[src/rtl/core/swmf_pkg.sv]
package swmf_pkg;

	localparam int MAX_WINDOW_DEF  = 16;
	localparam int SAMPLE_BITS_DEF = 16;

	localparam int                   WLEN_BITS  = 5;
	localparam logic [WLEN_BITS-1:0] WLEN_RESET = 5'd5;

endpackage

[src/rtl/core/sliding_window_median_filter_unit.sv]
// channel   | direction | handshake              | payload
// ----------+-----------+------------------------+-------------------------------
// input     | in        | in_valid / in_stall    | sample [SAMPLE_BITS]
// output    | out       | out_valid / out_stall  | median [SAMPLE_BITS]
// config    | in        | cfg_valid / cfg_ready  | window_length [5]
//
// Per item, with len the effective window length (1 to MAX_WINDOW), the block runs:
// the accept cycle writes the history, then each window entry is ranked in turn on the
// shared comparator row, then the median is formed into the output register.
// The next item is accepted as soon as the result sits in the output register.
// arst_n clears the history, the write slot, the window length (to 5) and the handshakes.
// A stalled result holds in the output register and holds the finish; cfg_valid stalls input.
module sliding_window_median_filter_unit #(
	parameter int MAX_WINDOW  = swmf_pkg::MAX_WINDOW_DEF,
	parameter int SAMPLE_BITS = swmf_pkg::SAMPLE_BITS_DEF
) (
	input  logic                           clk,
	input  logic                           arst_n,
	input  logic                           in_valid,
	output logic                           in_stall,
	input  logic [SAMPLE_BITS-1:0]         sample,
	output logic                           out_valid,
	input  logic                           out_stall,
	output logic [SAMPLE_BITS-1:0]         median,
	input  logic                           cfg_valid,
	output logic                           cfg_ready,
	input  logic [swmf_pkg::WLEN_BITS-1:0] window_length
);
	import swmf_pkg::*;

	localparam int IDX_W = (MAX_WINDOW > 1) ? $clog2(MAX_WINDOW) : 1;
	localparam int LEN_W = $clog2(MAX_WINDOW + 1);

	localparam logic [1:0] ST_IDLE = 2'd0;
	localparam logic [1:0] ST_RANK = 2'd1;
	localparam logic [1:0] ST_DONE = 2'd2;

	logic [1:0]             state_q;
	logic [WLEN_BITS-1:0]   wlen_q;
	logic [SAMPLE_BITS-1:0] hist_q [MAX_WINDOW];
	logic [IDX_W-1:0]       slot_q;
	logic [IDX_W-1:0]       idx_q;
	logic [SAMPLE_BITS-1:0] lo_q;
	logic [SAMPLE_BITS-1:0] hi_q;
	logic [SAMPLE_BITS-1:0] median_q;
	logic                   out_valid_q;

	logic [LEN_W-1:0]       len;
	logic [LEN_W-1:0]       half;
	logic [LEN_W-1:0]       half_m1;
	logic [IDX_W-1:0]       slot_wr;
	logic [LEN_W-1:0]       slot_inc;
	logic [IDX_W-1:0]       slot_nx;
	logic [SAMPLE_BITS-1:0] cand;
	logic [LEN_W-1:0]       rank;
	logic [SAMPLE_BITS:0]   pair_sum;
	logic                   in_acc;
	logic                   out_free;

	always_comb begin
		if (wlen_q == '0) begin
			len = LEN_W'(1);
		end else if (int'(wlen_q) > MAX_WINDOW) begin
			len = LEN_W'(MAX_WINDOW);
		end else begin
			len = LEN_W'(wlen_q);
		end
	end

	assign half    = len >> 1;
	assign half_m1 = half - 1'b1;

	// drop a stale slot that lies beyond the window, then advance with wrap
	assign slot_wr  = (LEN_W'(slot_q) < len) ? slot_q : '0;
	assign slot_inc = LEN_W'(slot_wr) + 1'b1;
	assign slot_nx  = (slot_inc >= len) ? '0 : IDX_W'(slot_inc);

	assign cand = hist_q[idx_q];

	// rank of the candidate: smaller entries, plus equal ones at lower slots
	always_comb begin
		rank = '0;
		for (int j = 0; j < MAX_WINDOW; j++) begin
			if (LEN_W'(j) < len) begin
				if ((hist_q[j] < cand) ||
				    ((hist_q[j] == cand) && (LEN_W'(j) < LEN_W'(idx_q)))) begin
					rank = rank + 1'b1;
				end
			end
		end
	end

	assign pair_sum = {1'b0, lo_q} + {1'b0, hi_q};

	assign in_acc   = in_valid && !in_stall;
	assign out_free = !out_valid_q || !out_stall;

	assign in_stall  = (state_q != ST_IDLE) || cfg_valid;
	assign cfg_ready = (state_q == ST_IDLE);
	assign out_valid = out_valid_q;
	assign median    = median_q;

	always_ff @(posedge clk or negedge arst_n) begin
		if (!arst_n) begin
			state_q     <= ST_IDLE;
			wlen_q      <= WLEN_RESET;
			slot_q      <= '0;
			idx_q       <= '0;
			out_valid_q <= 1'b0;
			for (int i = 0; i < MAX_WINDOW; i++) begin
				hist_q[i] <= '0;
			end
		end else begin
			// load a finished result or drop a taken one
			if (out_free) begin
				out_valid_q <= (state_q == ST_DONE);
			end
			unique case (state_q)
				ST_IDLE: begin
					if (cfg_valid && cfg_ready) begin
						wlen_q <= window_length;
						slot_q <= '0;
						for (int i = 0; i < MAX_WINDOW; i++) begin
							hist_q[i] <= '0;
						end
					end else if (in_acc) begin
						hist_q[slot_wr] <= sample;
						slot_q          <= slot_nx;
						idx_q           <= '0;
						state_q         <= ST_RANK;
					end
				end
				ST_RANK: begin
					if (LEN_W'(idx_q) == len - 1'b1) begin
						state_q <= ST_DONE;
					end else begin
						idx_q <= idx_q + 1'b1;
					end
				end
				ST_DONE: begin
					if (out_free) begin
						state_q <= ST_IDLE;
					end
				end
				default: begin
					state_q <= ST_IDLE;
				end
			endcase
		end
	end

	// middle pair of the sorted window, picked by rank
	always_ff @(posedge clk) begin
		if (state_q == ST_RANK) begin
			if (rank == half_m1) begin
				lo_q <= cand;
			end
			if (rank == half) begin
				hi_q <= cand;
			end
		end
		if ((state_q == ST_DONE) && out_free) begin
			median_q <= len[0] ? hi_q : pair_sum[SAMPLE_BITS:1];
		end
	end

endmodule

[config.mk]
export PLATFORM = sky130hd
export DESIGN_NAME = sliding_window_median_filter_unit
export DESIGN_NICKNAME = d
export VERILOG_FILES = /design/src/rtl/core/swmf_pkg.sv /design/src/rtl/core/sliding_window_median_filter_unit.sv
export SDC_FILE = /design/constraint.sdc
export NUM_CORES = 1
export LEC_CHECK = 0
export BUFFER_PORTS_ARGS = -buffer_cell sky130_fd_sc_hd__buf_4
export CAP_MARGIN = 20
export CORE_ASPECT_RATIO = 1.1
export CORE_MARGIN = 2
export CORE_UTILIZATION = 30
export DETAILED_ROUTE_END_ITERATION = 6
export PLACE_DENSITY = 0.47
export SETUP_SLACK_MARGIN = 0.05
export SLEW_MARGIN = 5
export SYNTH_ARGS = -nofsm -noshare
export SYNTH_HDL_FRONTEND = slang
export SYNTH_SLANG_ARGS = --single-unit
export TNS_END_PERCENT = 30
[constraint.sdc]
create_clock -name clk -period 15.9 [get_ports clk]
set_input_delay 3.18 -clock clk [delete_from_list [all_inputs] [get_ports clk]]
set_output_delay 3.18 -clock clk [all_outputs]
set_load 0.01 [all_outputs]
After elaboration in Yosys (flattened, before gate mapping). Index checks and enable logic that the tools add are counted.

Register bits after elaboration: 320. Output and inout port bits: 19. Word-level logic and storage cells: 230.

Add/subtract/negate cells: 20. Order comparisons: 53. Equality and inequality tests: 25. Mux-type cells: 56. Bitwise operators: 2. Reduce and logical (&&, ||, !) cells: 50.

Operators with widths (count): $mux W256 (2); $bwmux W256 (1); $lt A16 B16 Y1 (16); $eq A16 B16 Y1 (15); $mux W5 (32); $add A5 B1 Y5 const B (15); $bmux W16 S4 (1); $demux W16 S4 (1); $mux W16 (4); $lt A4 B5 Y1 const A (8); $lt A4 B4 Y1 const A (7); $mux W4 (7); $lt A3 B5 Y1 const A (4); $logic_and A1 B1 Y1 (19); $add A16 B16 Y17 (1); $logic_or A1 B1 Y1 (17); $lt A3 B4 Y1 const A (4); $ge A5 B5 Y1 const B (2); $lt A1 B5 Y1 const A (2); $lt A2 B5 Y1 const A (2); $not A4 Y5 (2); $lt A1 B4 Y1 const A (2); $lt A2 B4 Y1 const A (2); $mux W2 (4); 24 further kinds (36).

Depth between registers and ports, before layout. Gate-level depths: netlist of run 1.

Depth in word-level cells: 56. Gate-level depth with buffers: 82. Gate-level depth less buffers: 78.

Worst setup path before layout of run 1. OpenSTA, ideal clock, no wires.

Kind: register to register. From: register idx_q[0]. To: register lo_q[0] (enable). Setup time: 0.394 ns. Arrival: 15.595 ns. Data required time: 15.506 ns. Setup slack: -0.089 ns. Stages on the path, launching flop included: 83. Clock period less this slack: 15.989 ns. Path through: dfrtp_1 -> clkbuf_1 -> clkbuf_1 -> buf_1 -> mux4_2 -> mux4_2 -> inv_1 -> ha_1 -> nor2b_1 -> o21ai_0 -> nand2b_1 -> a21oi_1 -> nor2b_1 -> o21ai_0 -> nand2b_1 -> a21oi_1 -> nor2b_1 -> o21ai_0 -> (+47 left out) -> nand2_1 -> ha_1 -> inv_1 -> mux2_2 -> nand2_1 -> ha_1 -> inv_1 -> a211o_1 -> xnor2_1 -> xnor2_1 -> or4b_1 -> clkbuf_1 -> nor2_1 -> and4bb_2 -> a31oi_1 -> a2111oi_0 -> a31oi_1 -> a21oi_1.

Cells in the longest elaborated chain, start to end: 56. Elaborated cells on any way between the ends: 129. Classes of those cells: 15 x add/sub; 31 x order compare; 16 x eq/ne; 35 x mux; 1 x bitwise; 31 x reduce/logical.

RTL lines: from (decl) (line sliding_window_median_filter_unit.sv:42) `logic [IDX_W-1:0] idx_q;`; from (signal assigned) (line sliding_window_median_filter_unit.sv:137) `idx_q <= idx_q + 1'b1;`; $not A4 Y5 (implied by the code) (*) (line sliding_window_median_filter_unit.sv:78) `assign cand = hist_q[idx_q];`; $bmux W16 S4 (*) (line sliding_window_median_filter_unit.sv:78); $mux W16 (implied by the code) (*) (2 in a row) (line sliding_window_median_filter_unit.sv:78); net cand[1] (line sliding_window_median_filter_unit.sv:54) `logic [SAMPLE_BITS-1:0] cand;`; parallel branches: the longest is 49 deep, another holds $lt A16 B16 Y1; $mux W5 (*) (line sliding_window_median_filter_unit.sv:84) `if (LEN_W'(j) < len) begin`; $eq A5 B5 Y1 (*) (line sliding_window_median_filter_unit.sv:155) `if (rank == half_m1) begin`; $reduce_and A2 Y1 (no source line) (*); to (signal assigned) (line sliding_window_median_filter_unit.sv:156) `lo_q <= cand;`; to (decl) (line sliding_window_median_filter_unit.sv:43) `logic [SAMPLE_BITS-1:0] lo_q;`.

Mark *: on every way through the listed nets, which the timed path passes. The select of a mux whose other input is x is not followed. A chain may end at the register's enable or synchronous reset.

Worst setup path in the final report of run 1.
From: register idx_q[0]. To: register lo_q[10] (enable).

Same word-level chain as after synthesis.

==> qor.yml, run 1 <==
status: "complete, no violations"
syn_to_final_growth_pct: 14.5
min_period_over_period: 0.945
ys_types: 89
slew-limit-headroom: 0.238
finalCriticalPeriod_ns: 15.03
use_met1: 0.292
clk_latency_ns: 0.59
grt_first_pass_wirelength_um: 130000
die_x_um: 264
place_hpwl_um: 66500
core_area_um2: 73300
critPathSlowestCell: "or4_1"
dieArea_um2: 76400
ys_seq_area_frac: 0.371
skew_ns: 0.0371
drt-initial-drc-count: 1773
post_dp_cell_area_um2: 24000
synth_cells: 2272
drt_pre_antenna_iters: 5
synthArstFlopShare: 0.850
clkTransAtPathRegs_ns: 0.06
rsz0062_at_grt: "no"
row_count: 104
numCtsBuffers: 40
finalSetupViolations: 0
drcViolationCount: 0
required_ns: 16.16
cp_common_cell: "ha_1"
die_height_um: 290
layout-drive-gt1-share: 0.138
grt_use_total: 0.232
crit_type: "register to register"
cts_hold_buf: 0
max_stage_delay_ns: 0.60
hold_class: "register to register"
start_util: 0.304
grt-busiest-layer: "met2"
use_met3: 0.0456
use_met2: 0.390
clock-sinks: 320
grt_remaining_overflow: 0
wl_um: 89100
cts_root_buffer: "clkbuf_16"
synth-edff-count: 48
postSynthAreaPerCell_um2: 9.79
port_buffers: 44
maxSlewViolCount: 0
syn_nets: 2606
ys_ff_latch: 320
worstSetupStartpointType: "register"
synth_area_um2: 22200
viasPerCell: 5.71
num_vias: 19000
ant_nets: 0
grt_max_degree: 87
cts.path.max_buffers: 3
ys.warnings.count: 0
fin_setup_tns_ns: 0
routedWlPerCell_um: 26.8
gp_congestion: 0.943
nets: 2674
worstPathArrival_ns: 15.29
antenna_found_initial: 4
crit_fanout: 10
worst_setup_path_end_kind: "register"
cts_max_level: 2
ios: 45
maxCapViolations: 0
grt_pass1_vias: 18900
worst_pin_slew_ns: 1.14
hold_violations: 0
fmax_ghz: 0.0665
synthFlopType: "dfrtp_1"
tritoncts: "yes"
final_area_um2: 25500
-- critical path, delay by kind of cell, from the launching register on --
kind	cells	cell delay (ns)
adders and majority gates	15	4.18
AOI/OAI and AO/OA	22	3.63
and+or+nand+nor	21	3.51
muxes	4	1.59
buffers and inverters	8	0.99
DFF	1	0.46
xor gates and xnor gates	2	0.36
-- registers in the layout (all words and copies together), names as in the netlist --
name	cells
slot_q	4
median	16
out_valid	1
lo_q	16
hi_q	16
state_q	2
idx_q	4
hist_q	256
wlen_q	5
-- metrics by stage --
step,hold slack [ns],worst slack [ns],util,instances
final,0.513,0.868,0.348,3325
after global routing,0.545,0.0427,0.348,3324
after CTS,0.514,0.0838,0.346,3321
after detailed placement,0.498,0.0229,0.327,3243
after global placement,0.499,0.415,0.327,3243
after floorplan,0.458,0.204,-,2272
-- area by class of cell --
| cell class | count | area [um2] |
|---|---|---|
| Antenna cell | 1 | 2.50 |
| Clock buffer | 50 | 1100 |
| Fill cell | 7362 | 47800 |
| Timing Repair Buffer | 114 | 911 |
| Inverter | 91 | 342 |
| Clock inverter | 22 | 259 |
| Tap cell | 954 | 1190 |
| Sequential cell | 320 | 8260 |
| Multi-Input combinational cell | 1773 | 13400 |
-- kinds of logic after synthesis --
group / Yosys count / synth area share
buffers and inverters: 179 / 0.0304
flip-flops: 320 / 0.371
AND/OR/NAND/NOR: 676 / 0.140
multiplexers: 92 / 0.0869
AO/OA/AOI/OAI: 642 / 0.170
adder cells (fa/ha/maj): 308 / 0.174
XOR/XNOR: 55 / 0.0286
-- layout by cell type (no fill, tap or decap), drive strengths merged, types with 9 or more instances in the layout --
cell / netlist / layout
a31oi: 11 / 11
buf: 14 / 114
a21o: 35 / 35
a2111oi: 9 / 9
xnor2: 31 / 31
ha: 307 / 307
inv: 91 / 95
and2: 10 / 10
a21oi: 125 / 125
mux2: 9 / 9
mux4: 80 / 80
nor2: 74 / 74
nand4: 45 / 45
dfrtp: 270 / 270
xnor3: 10 / 10
nand2b: 24 / 24
nand3: 27 / 27
nand2: 388 / 388
a211oi: 14 / 14
edfxtp: 48 / 48
nor2b: 28 / 28
nor3: 21 / 21
clkinv: 0 / 10
o21a: 13 / 13
o31ai: 9 / 9
o21ai: 339 / 339
o211ai: 18 / 18
a21boi: 11 / 11
clkbuf: 74 / 50
xor2: 13 / 13
-- layer usage --
layer | share of wire | vias to the layer above
li1 | - | 8523
met1 | 0.41 | 9558
met2 | 0.47 | 718
met3 | 0.073 | 196
met4 | 0.043 | 4
met5 | 0.00031 | -
-- path summary, 6_finish.rpt --
kind | start | end | slack, ns | depth (start not counted)
max in group asynchronous | arst_n | hist_q[103] | 11.16 | 3
worst min-delay path | hist_q[240] | hist_q[240] | 0.51 | 2
worst max-delay path | idx_q[0] | lo_q[10] | 0.87 | 72
min in group asynchronous | arst_n | hist_q[168] | 2.62 | 1
worst max register to register | idx_q[0] | lo_q[10] | 0.87 | 72
worst min register to register | hist_q[240] | hist_q[240] | 0.51 | 2
-- cells in the mapped netlist, drive strengths merged (10+ instances only) --
cell    count  area share
nand2     388       0.065
nor3       21      0.0049
mux4       80       0.081
a21o       35       0.012
dfrtp     270        0.30
nand2b     24      0.0067
ha        307        0.17
xnor3      10       0.010
a211oi     14      0.0049
xor2       13      0.0051
a21oi     125       0.028
nand4      45       0.013
clkbuf     74       0.012
nor2       74       0.012
o21a       13      0.0044
buf        14      0.0025
o21ai     339       0.076
a31oi      11      0.0034
xnor2      31       0.012
inv        91       0.015
and2       10      0.0029
a21boi     11      0.0037
edfxtp     48       0.065
o211ai     18      0.0061
nand3      27      0.0061
nor2b      28      0.0079
-- repair_timing --
action	CTS	global route
pin swaps	0	4
cloned	0	1
buffers inserted	6	1
resized for setup	0	24
endpoints found under the setup margin	32	32
Power of run 1 is left out: the tool's default activity adds up to more than one toggle a clock period on the data nets, which glitch-free logic cannot reach.
==> run 2: changes to the inputs <==
- CTS_BUF_LIST: default -> sky130_fd_sc_hd__clkbuf_4
- MAX_ROUTING_LAYER: default -> met4
==> run 2 against run 1 <==
Compared with the run above:
- worst hold slack better by 0.0035 ns
- critical path depth unchanged
- worst setup slack worse by 0.16 ns
- die area is the same
- utilization decreased by 0.11 points
- final area decreased by 0.31%
- flip-flop and latch count is the same
==> qor.yml, run 2 (synthesized netlist as in run 1, its figures left out) <==
grt_use_total: 0.240
wl_um: 89900
fill_cells: 7444
cp_common_cell: "ha_1"
ant_nets: 0
worst_pin_slew_ns: 1.17
grt_max_degree: 84
drt-initial-drc-count: 1749
clk_latency_ns: 0.88
final_cell_mix: "nand2_1, o21ai_0, ha_1, dfrtp_1, clkbuf_4"
grt_first_pass_wirelength_um: 130000
max_stage_delay_ns: 0.65
clock-sinks: 320
grt-busiest-layer: "met2"
place_hpwl_um: 66000
crit_type: "register to register"
skew_ns: 0.0847
maxSlewViolCount: 0
drt_pre_antenna_iters: 5
crit_fanout: 22
cts_hold_buf: 0
critPathSlowestCell: "dfrtp_4"
required_ns: 16.41
row_count: 104
fmax_ghz: 0.0658
use_met3: 0.0397
num_vias: 19400
tritoncts: "yes"
finalCriticalPeriod_ns: 15.20
grt_remaining_overflow: 0
largest_register_ffs: 256
min_period_over_period: 0.956
grt_pass1_vias: 19300
cts_max_level: 3
die_x_um: 264
largest_register: "hist_q"
final_area_um2: 25400
routedWlPerCell_um: 26.3
post_dp_cell_area_um2: 24000
ff_latch_area_um2: 8260
die_height_um: 290
worstSetupStartpointType: "register"
status: "complete, no violations"
start_util: 0.304
core_area_um2: 73300
layout_setup_ws_ns: 0.703
multi_input_area_um2: 13400
cts.path.max_buffers: 3
final_common_cell: "nand2_1"
syn_to_final_growth_pct: 14.2
finalSetupViolations: 0
rrSetupSlack_ns: 0.70
numCtsBuffers: 92
slew-limit-headroom: 0.215
layout-drive-gt1-share: 0.166
port_buffers: 44
hold_class: "register to register"
worstPathArrival_ns: 15.71
cts_root_buffer: "clkbuf_4"
maxCapViolations: 0
dieArea_um2: 76400
antenna_found_initial: 5
viasPerCell: 5.66
ios: 45
hold_violations: 0
pre_cts_ws_ns: 0.105
worst_setup_path_end_kind: "register"
use_met1: 0.295
nets: 2732
use_met2: 0.392
drcViolationCount: 0
gp_congestion: 0.949
clkTransAtPathRegs_ns: 0.05
run 2: worst max-delay path: cells and delay by family, from the launching register on:
family / cells / cell delay (ns)
XOR/XNOR: 2 / 0.36
flip-flops: 1 / 0.65
multiplexers: 3 / 1.16
buffers and inverters: 7 / 0.98
adder cells (fa/ha/maj): 15 / 4.16
AO/OA/AOI/OAI: 23 / 3.87
AND/OR/NAND/NOR: 22 / 3.66
run 2: final cells by class:
| type | instances | share of cell area |
|---|---|---|
| clock inverter | 27 | 0.00625 |
| sequential | 320 | 0.325 |
| multi-input combinational | 1773 | 0.528 |
| antenna | 4 | 0.000394 |
| timing repair buffer | 120 | 0.0406 |
| clock buffer | 133 | 0.0393 |
| tap | 954 | 0.0470 |
| inverter | 91 | 0.0134 |
run 2: per-stage QoR:
| step | hold slack [ns] | instances | utilization | setup TNS, ns |
|---|---|---|---|---|
| global route | 0.536 | 3422 | 0.347 | -0.00127 |
| finish | 0.517 | 3422 | 0.347 | 0 |
| detailed placement | 0.504 | 3241 | 0.327 | 0 |
| floorplan | 0.458 | 2272 | - | 0 |
| CTS | 0.515 | 3402 | 0.343 | 0 |
| global placement | 0.488 | 3241 | 0.327 | 0 |
run 2: what timing repair did:
action	CTS	global route
gates resized for setup	0	21
cloned	0	2
buffers inserted	1	13
setup endpoints to repair	3	32
endpoints found under the hold margin	0	0
pin swaps	0	2
run 2: path summary, 6_finish.rpt:
path,start,cells after the start,to
max,idx_q[1],72,lo_q[15]
min,hist_q[112],2,hist_q[112]
max reg2reg,idx_q[1],72,lo_q[15]
min reg2reg,hist_q[112],2,hist_q[112]
max in group asynchronous,arst_n,3,hist_q[68]
min in group asynchronous,arst_n,1,hist_q[215]
run 2: metal layers:
layer  wire length [um]  part of all wire  up-vias
met1              38000              0.42     9760
li1                   -                 -     8673
met4               3540             0.039        0
met5                  0                 0        -
met2              42500              0.47      752
met3               5810             0.065      190
Power of run 2 is left out for the same reason.
==> run 3: changes to the inputs <==
--- a/config.mk
+++ b/config.mk
@@ -14,5 +14,5 @@
 export DETAILED_ROUTE_END_ITERATION = 6
 export MAX_ROUTING_LAYER = met4
-export PLACE_DENSITY = 0.47
+export PLACE_DENSITY = 0.45
 export SETUP_SLACK_MARGIN = 0.05
 export SLEW_MARGIN = 5
==> constraint.sdc (replaced) <==
create_clock -name clk -period 17.1 [get_ports clk]
set_input_delay 2.565 -clock clk [delete_from_list [all_inputs] [get_ports clk]]
set_output_delay 2.565 -clock clk [all_outputs]
set_load 0.01 [all_outputs]
==> run 3 against run 2 <==
Compared with the run above:
- worst hold slack improved by 0.0035 ns
- critical endpoint is now lo_q[12]
- register-to-register slack improved by 0.45 ns
- clock skew grew 0.011 ns
- die area unchanged
- count of clock-buffer cells in the layout up 3
- first-iteration DRC count grew 3.3%
==> qor.yml, run 3 (synthesized netlist as in run 1, its figures left out) <==
required_ns: 17.67
worst-path-buf-inv: 8
start_util: 0.304
drt-initial-drc-count: 1807
die_height_um: 290
maxSlewViolCount: 0
drt_pre_antenna_iters: 5
top_layer: "met4"
hold_end: "hist_q[195]"
port_buffers: 44
grt_max_degree: 100
hold_class: "register to register"
drcViolationCount: 0
num_vias: 19500
rrSetupSlack_ns: 1.15
grt_use_total: 0.257
fmax_ghz: 0.0627
cts_root_buffer: "clkbuf_4"
ios: 45
core_area_um2: 73300
finalSetupViolations: 0
layout-drive-gt1-share: 0.163
final_common_cell: "nand2_1"
worstSetupStartpointType: "register"
wl_um: 96500
crit_fanout: 21
cp_common_cell: "ha_1"
r2r_end: "lo_q[12]"
final_cell_mix: "nand2_1, o21ai_0, ha_1, dfrtp_1, clkbuf_4"
skew_ns: 0.0955
antenna_found_initial: 6
syn_to_final_growth_pct: 13.7
clock-sinks: 320
multi_input_area_um2: 13400
routedWlPerCell_um: 28.3
cp_top_family: "adder cells"
post_dp_cell_area_um2: 23900
wl_met3_um: 6050
dieArea_um2: 76400
finalCriticalPeriod_ns: 15.95
grt_pass1_vias: 19100
worst_pin_slew_ns: 1.15
min_from: "hist_q[195]"
largest_register_ffs: 256
crit_type: "register to register"
critPathSlowestCell: "or4_1"
grt_first_pass_wirelength_um: 137000
hold_violations: 0
fill_cells: 7477
clkTransAtPathRegs_ns: 0.07
gp_congestion: 0.995
clk_latency_ns: 0.91
numCtsBuffers: 93
dr_wl_met2_um: 45500
cts_max_level: 3
place_hpwl_um: 72700
holdPathStages: 2
r2r_start: "idx_q[0]"
max_stage_delay_ns: 0.63
worst_setup_path_end_kind: "register"
row_count: 104
whs_ns: 0.520
viasPerCell: 5.70
maxCapViolations: 0
rsz0062_at_grt: "no"
final_area_um2: 25300
wl_met1_um: 41100
grt_remaining_overflow: 0
slew-limit-headroom: 0.232
cts.path.max_buffers: 3
die_x_um: 264
tritoncts: "yes"
worst-r2r-cell-count: 73
fin_setup_tns_ns: 0
nets: 2717
largest_register: "hist_q"
worstPathArrival_ns: 16.51
ff_latch_area_um2: 8260
status: "complete, no violations"
ant_nets: 0
min_period_over_period: 0.933
-- run 3: repair_timing --
action / CTS / global route
gates resized for setup: 0 / 7
hold buffers: 0 / 0
setup buffers: 0 / 7
endpoints found under the hold margin: 0 / 0
endpoints found under the setup margin: 0 / 32
-- run 3: worst register-to-register path, delay by kind of cell (launching register included) --
kind	cells	cell delay, ns
compound gates	23	4.00
xor+xnor	2	0.40
fa+ha+maj	15	4.15
buf+inv	8	1.33
flops	1	0.57
mux	3	1.31
simple gates	22	3.85
-- run 3: worst max-delay path by stage --
stage                         from       end  slack (ns)  cells after the start
after floorplan           idx_q[0]   lo_q[0]        1.11                     82
after global placement    idx_q[0]   lo_q[8]        0.81                     75
after detailed placement  idx_q[0]   lo_q[8]        0.58                     75
after CTS                 idx_q[0]  lo_q[12]        0.48                     75
after global routing      idx_q[0]  lo_q[12]        0.12                     73
final                     idx_q[0]  lo_q[12]        1.15                     73
-- run 3: per-layer routing --
layer  track usage  vias to the layer above
met2         0.419                      761
li1              -                     8672
met1         0.323                     9866
met5             -                        -
met4         0.102                        0
met3        0.0369                      161
-- run 3: per-stage QoR --
stage                      util  std cells  worst slack, ns
after global placement    0.326       3230            0.811
after CTS                 0.343       3400            0.480
after global routing      0.345       3413            0.123
after detailed placement  0.327       3233            0.578
after floorplan               -       2272             1.11
final                     0.345       3415             1.15
-- run 3: area by class of cell --
class / instances / area share
Inverter: 91 / 0.0135
Antenna cell: 6 / 0.000593
Timing Repair Buffer: 104 / 0.0353
Sequential cell: 320 / 0.326
Clock buffer: 136 / 0.0403
Tap cell: 954 / 0.0472
Clock inverter: 31 / 0.00751
Multi-Input combinational cell: 1773 / 0.529
Power of run 3 is left out for the same reason.
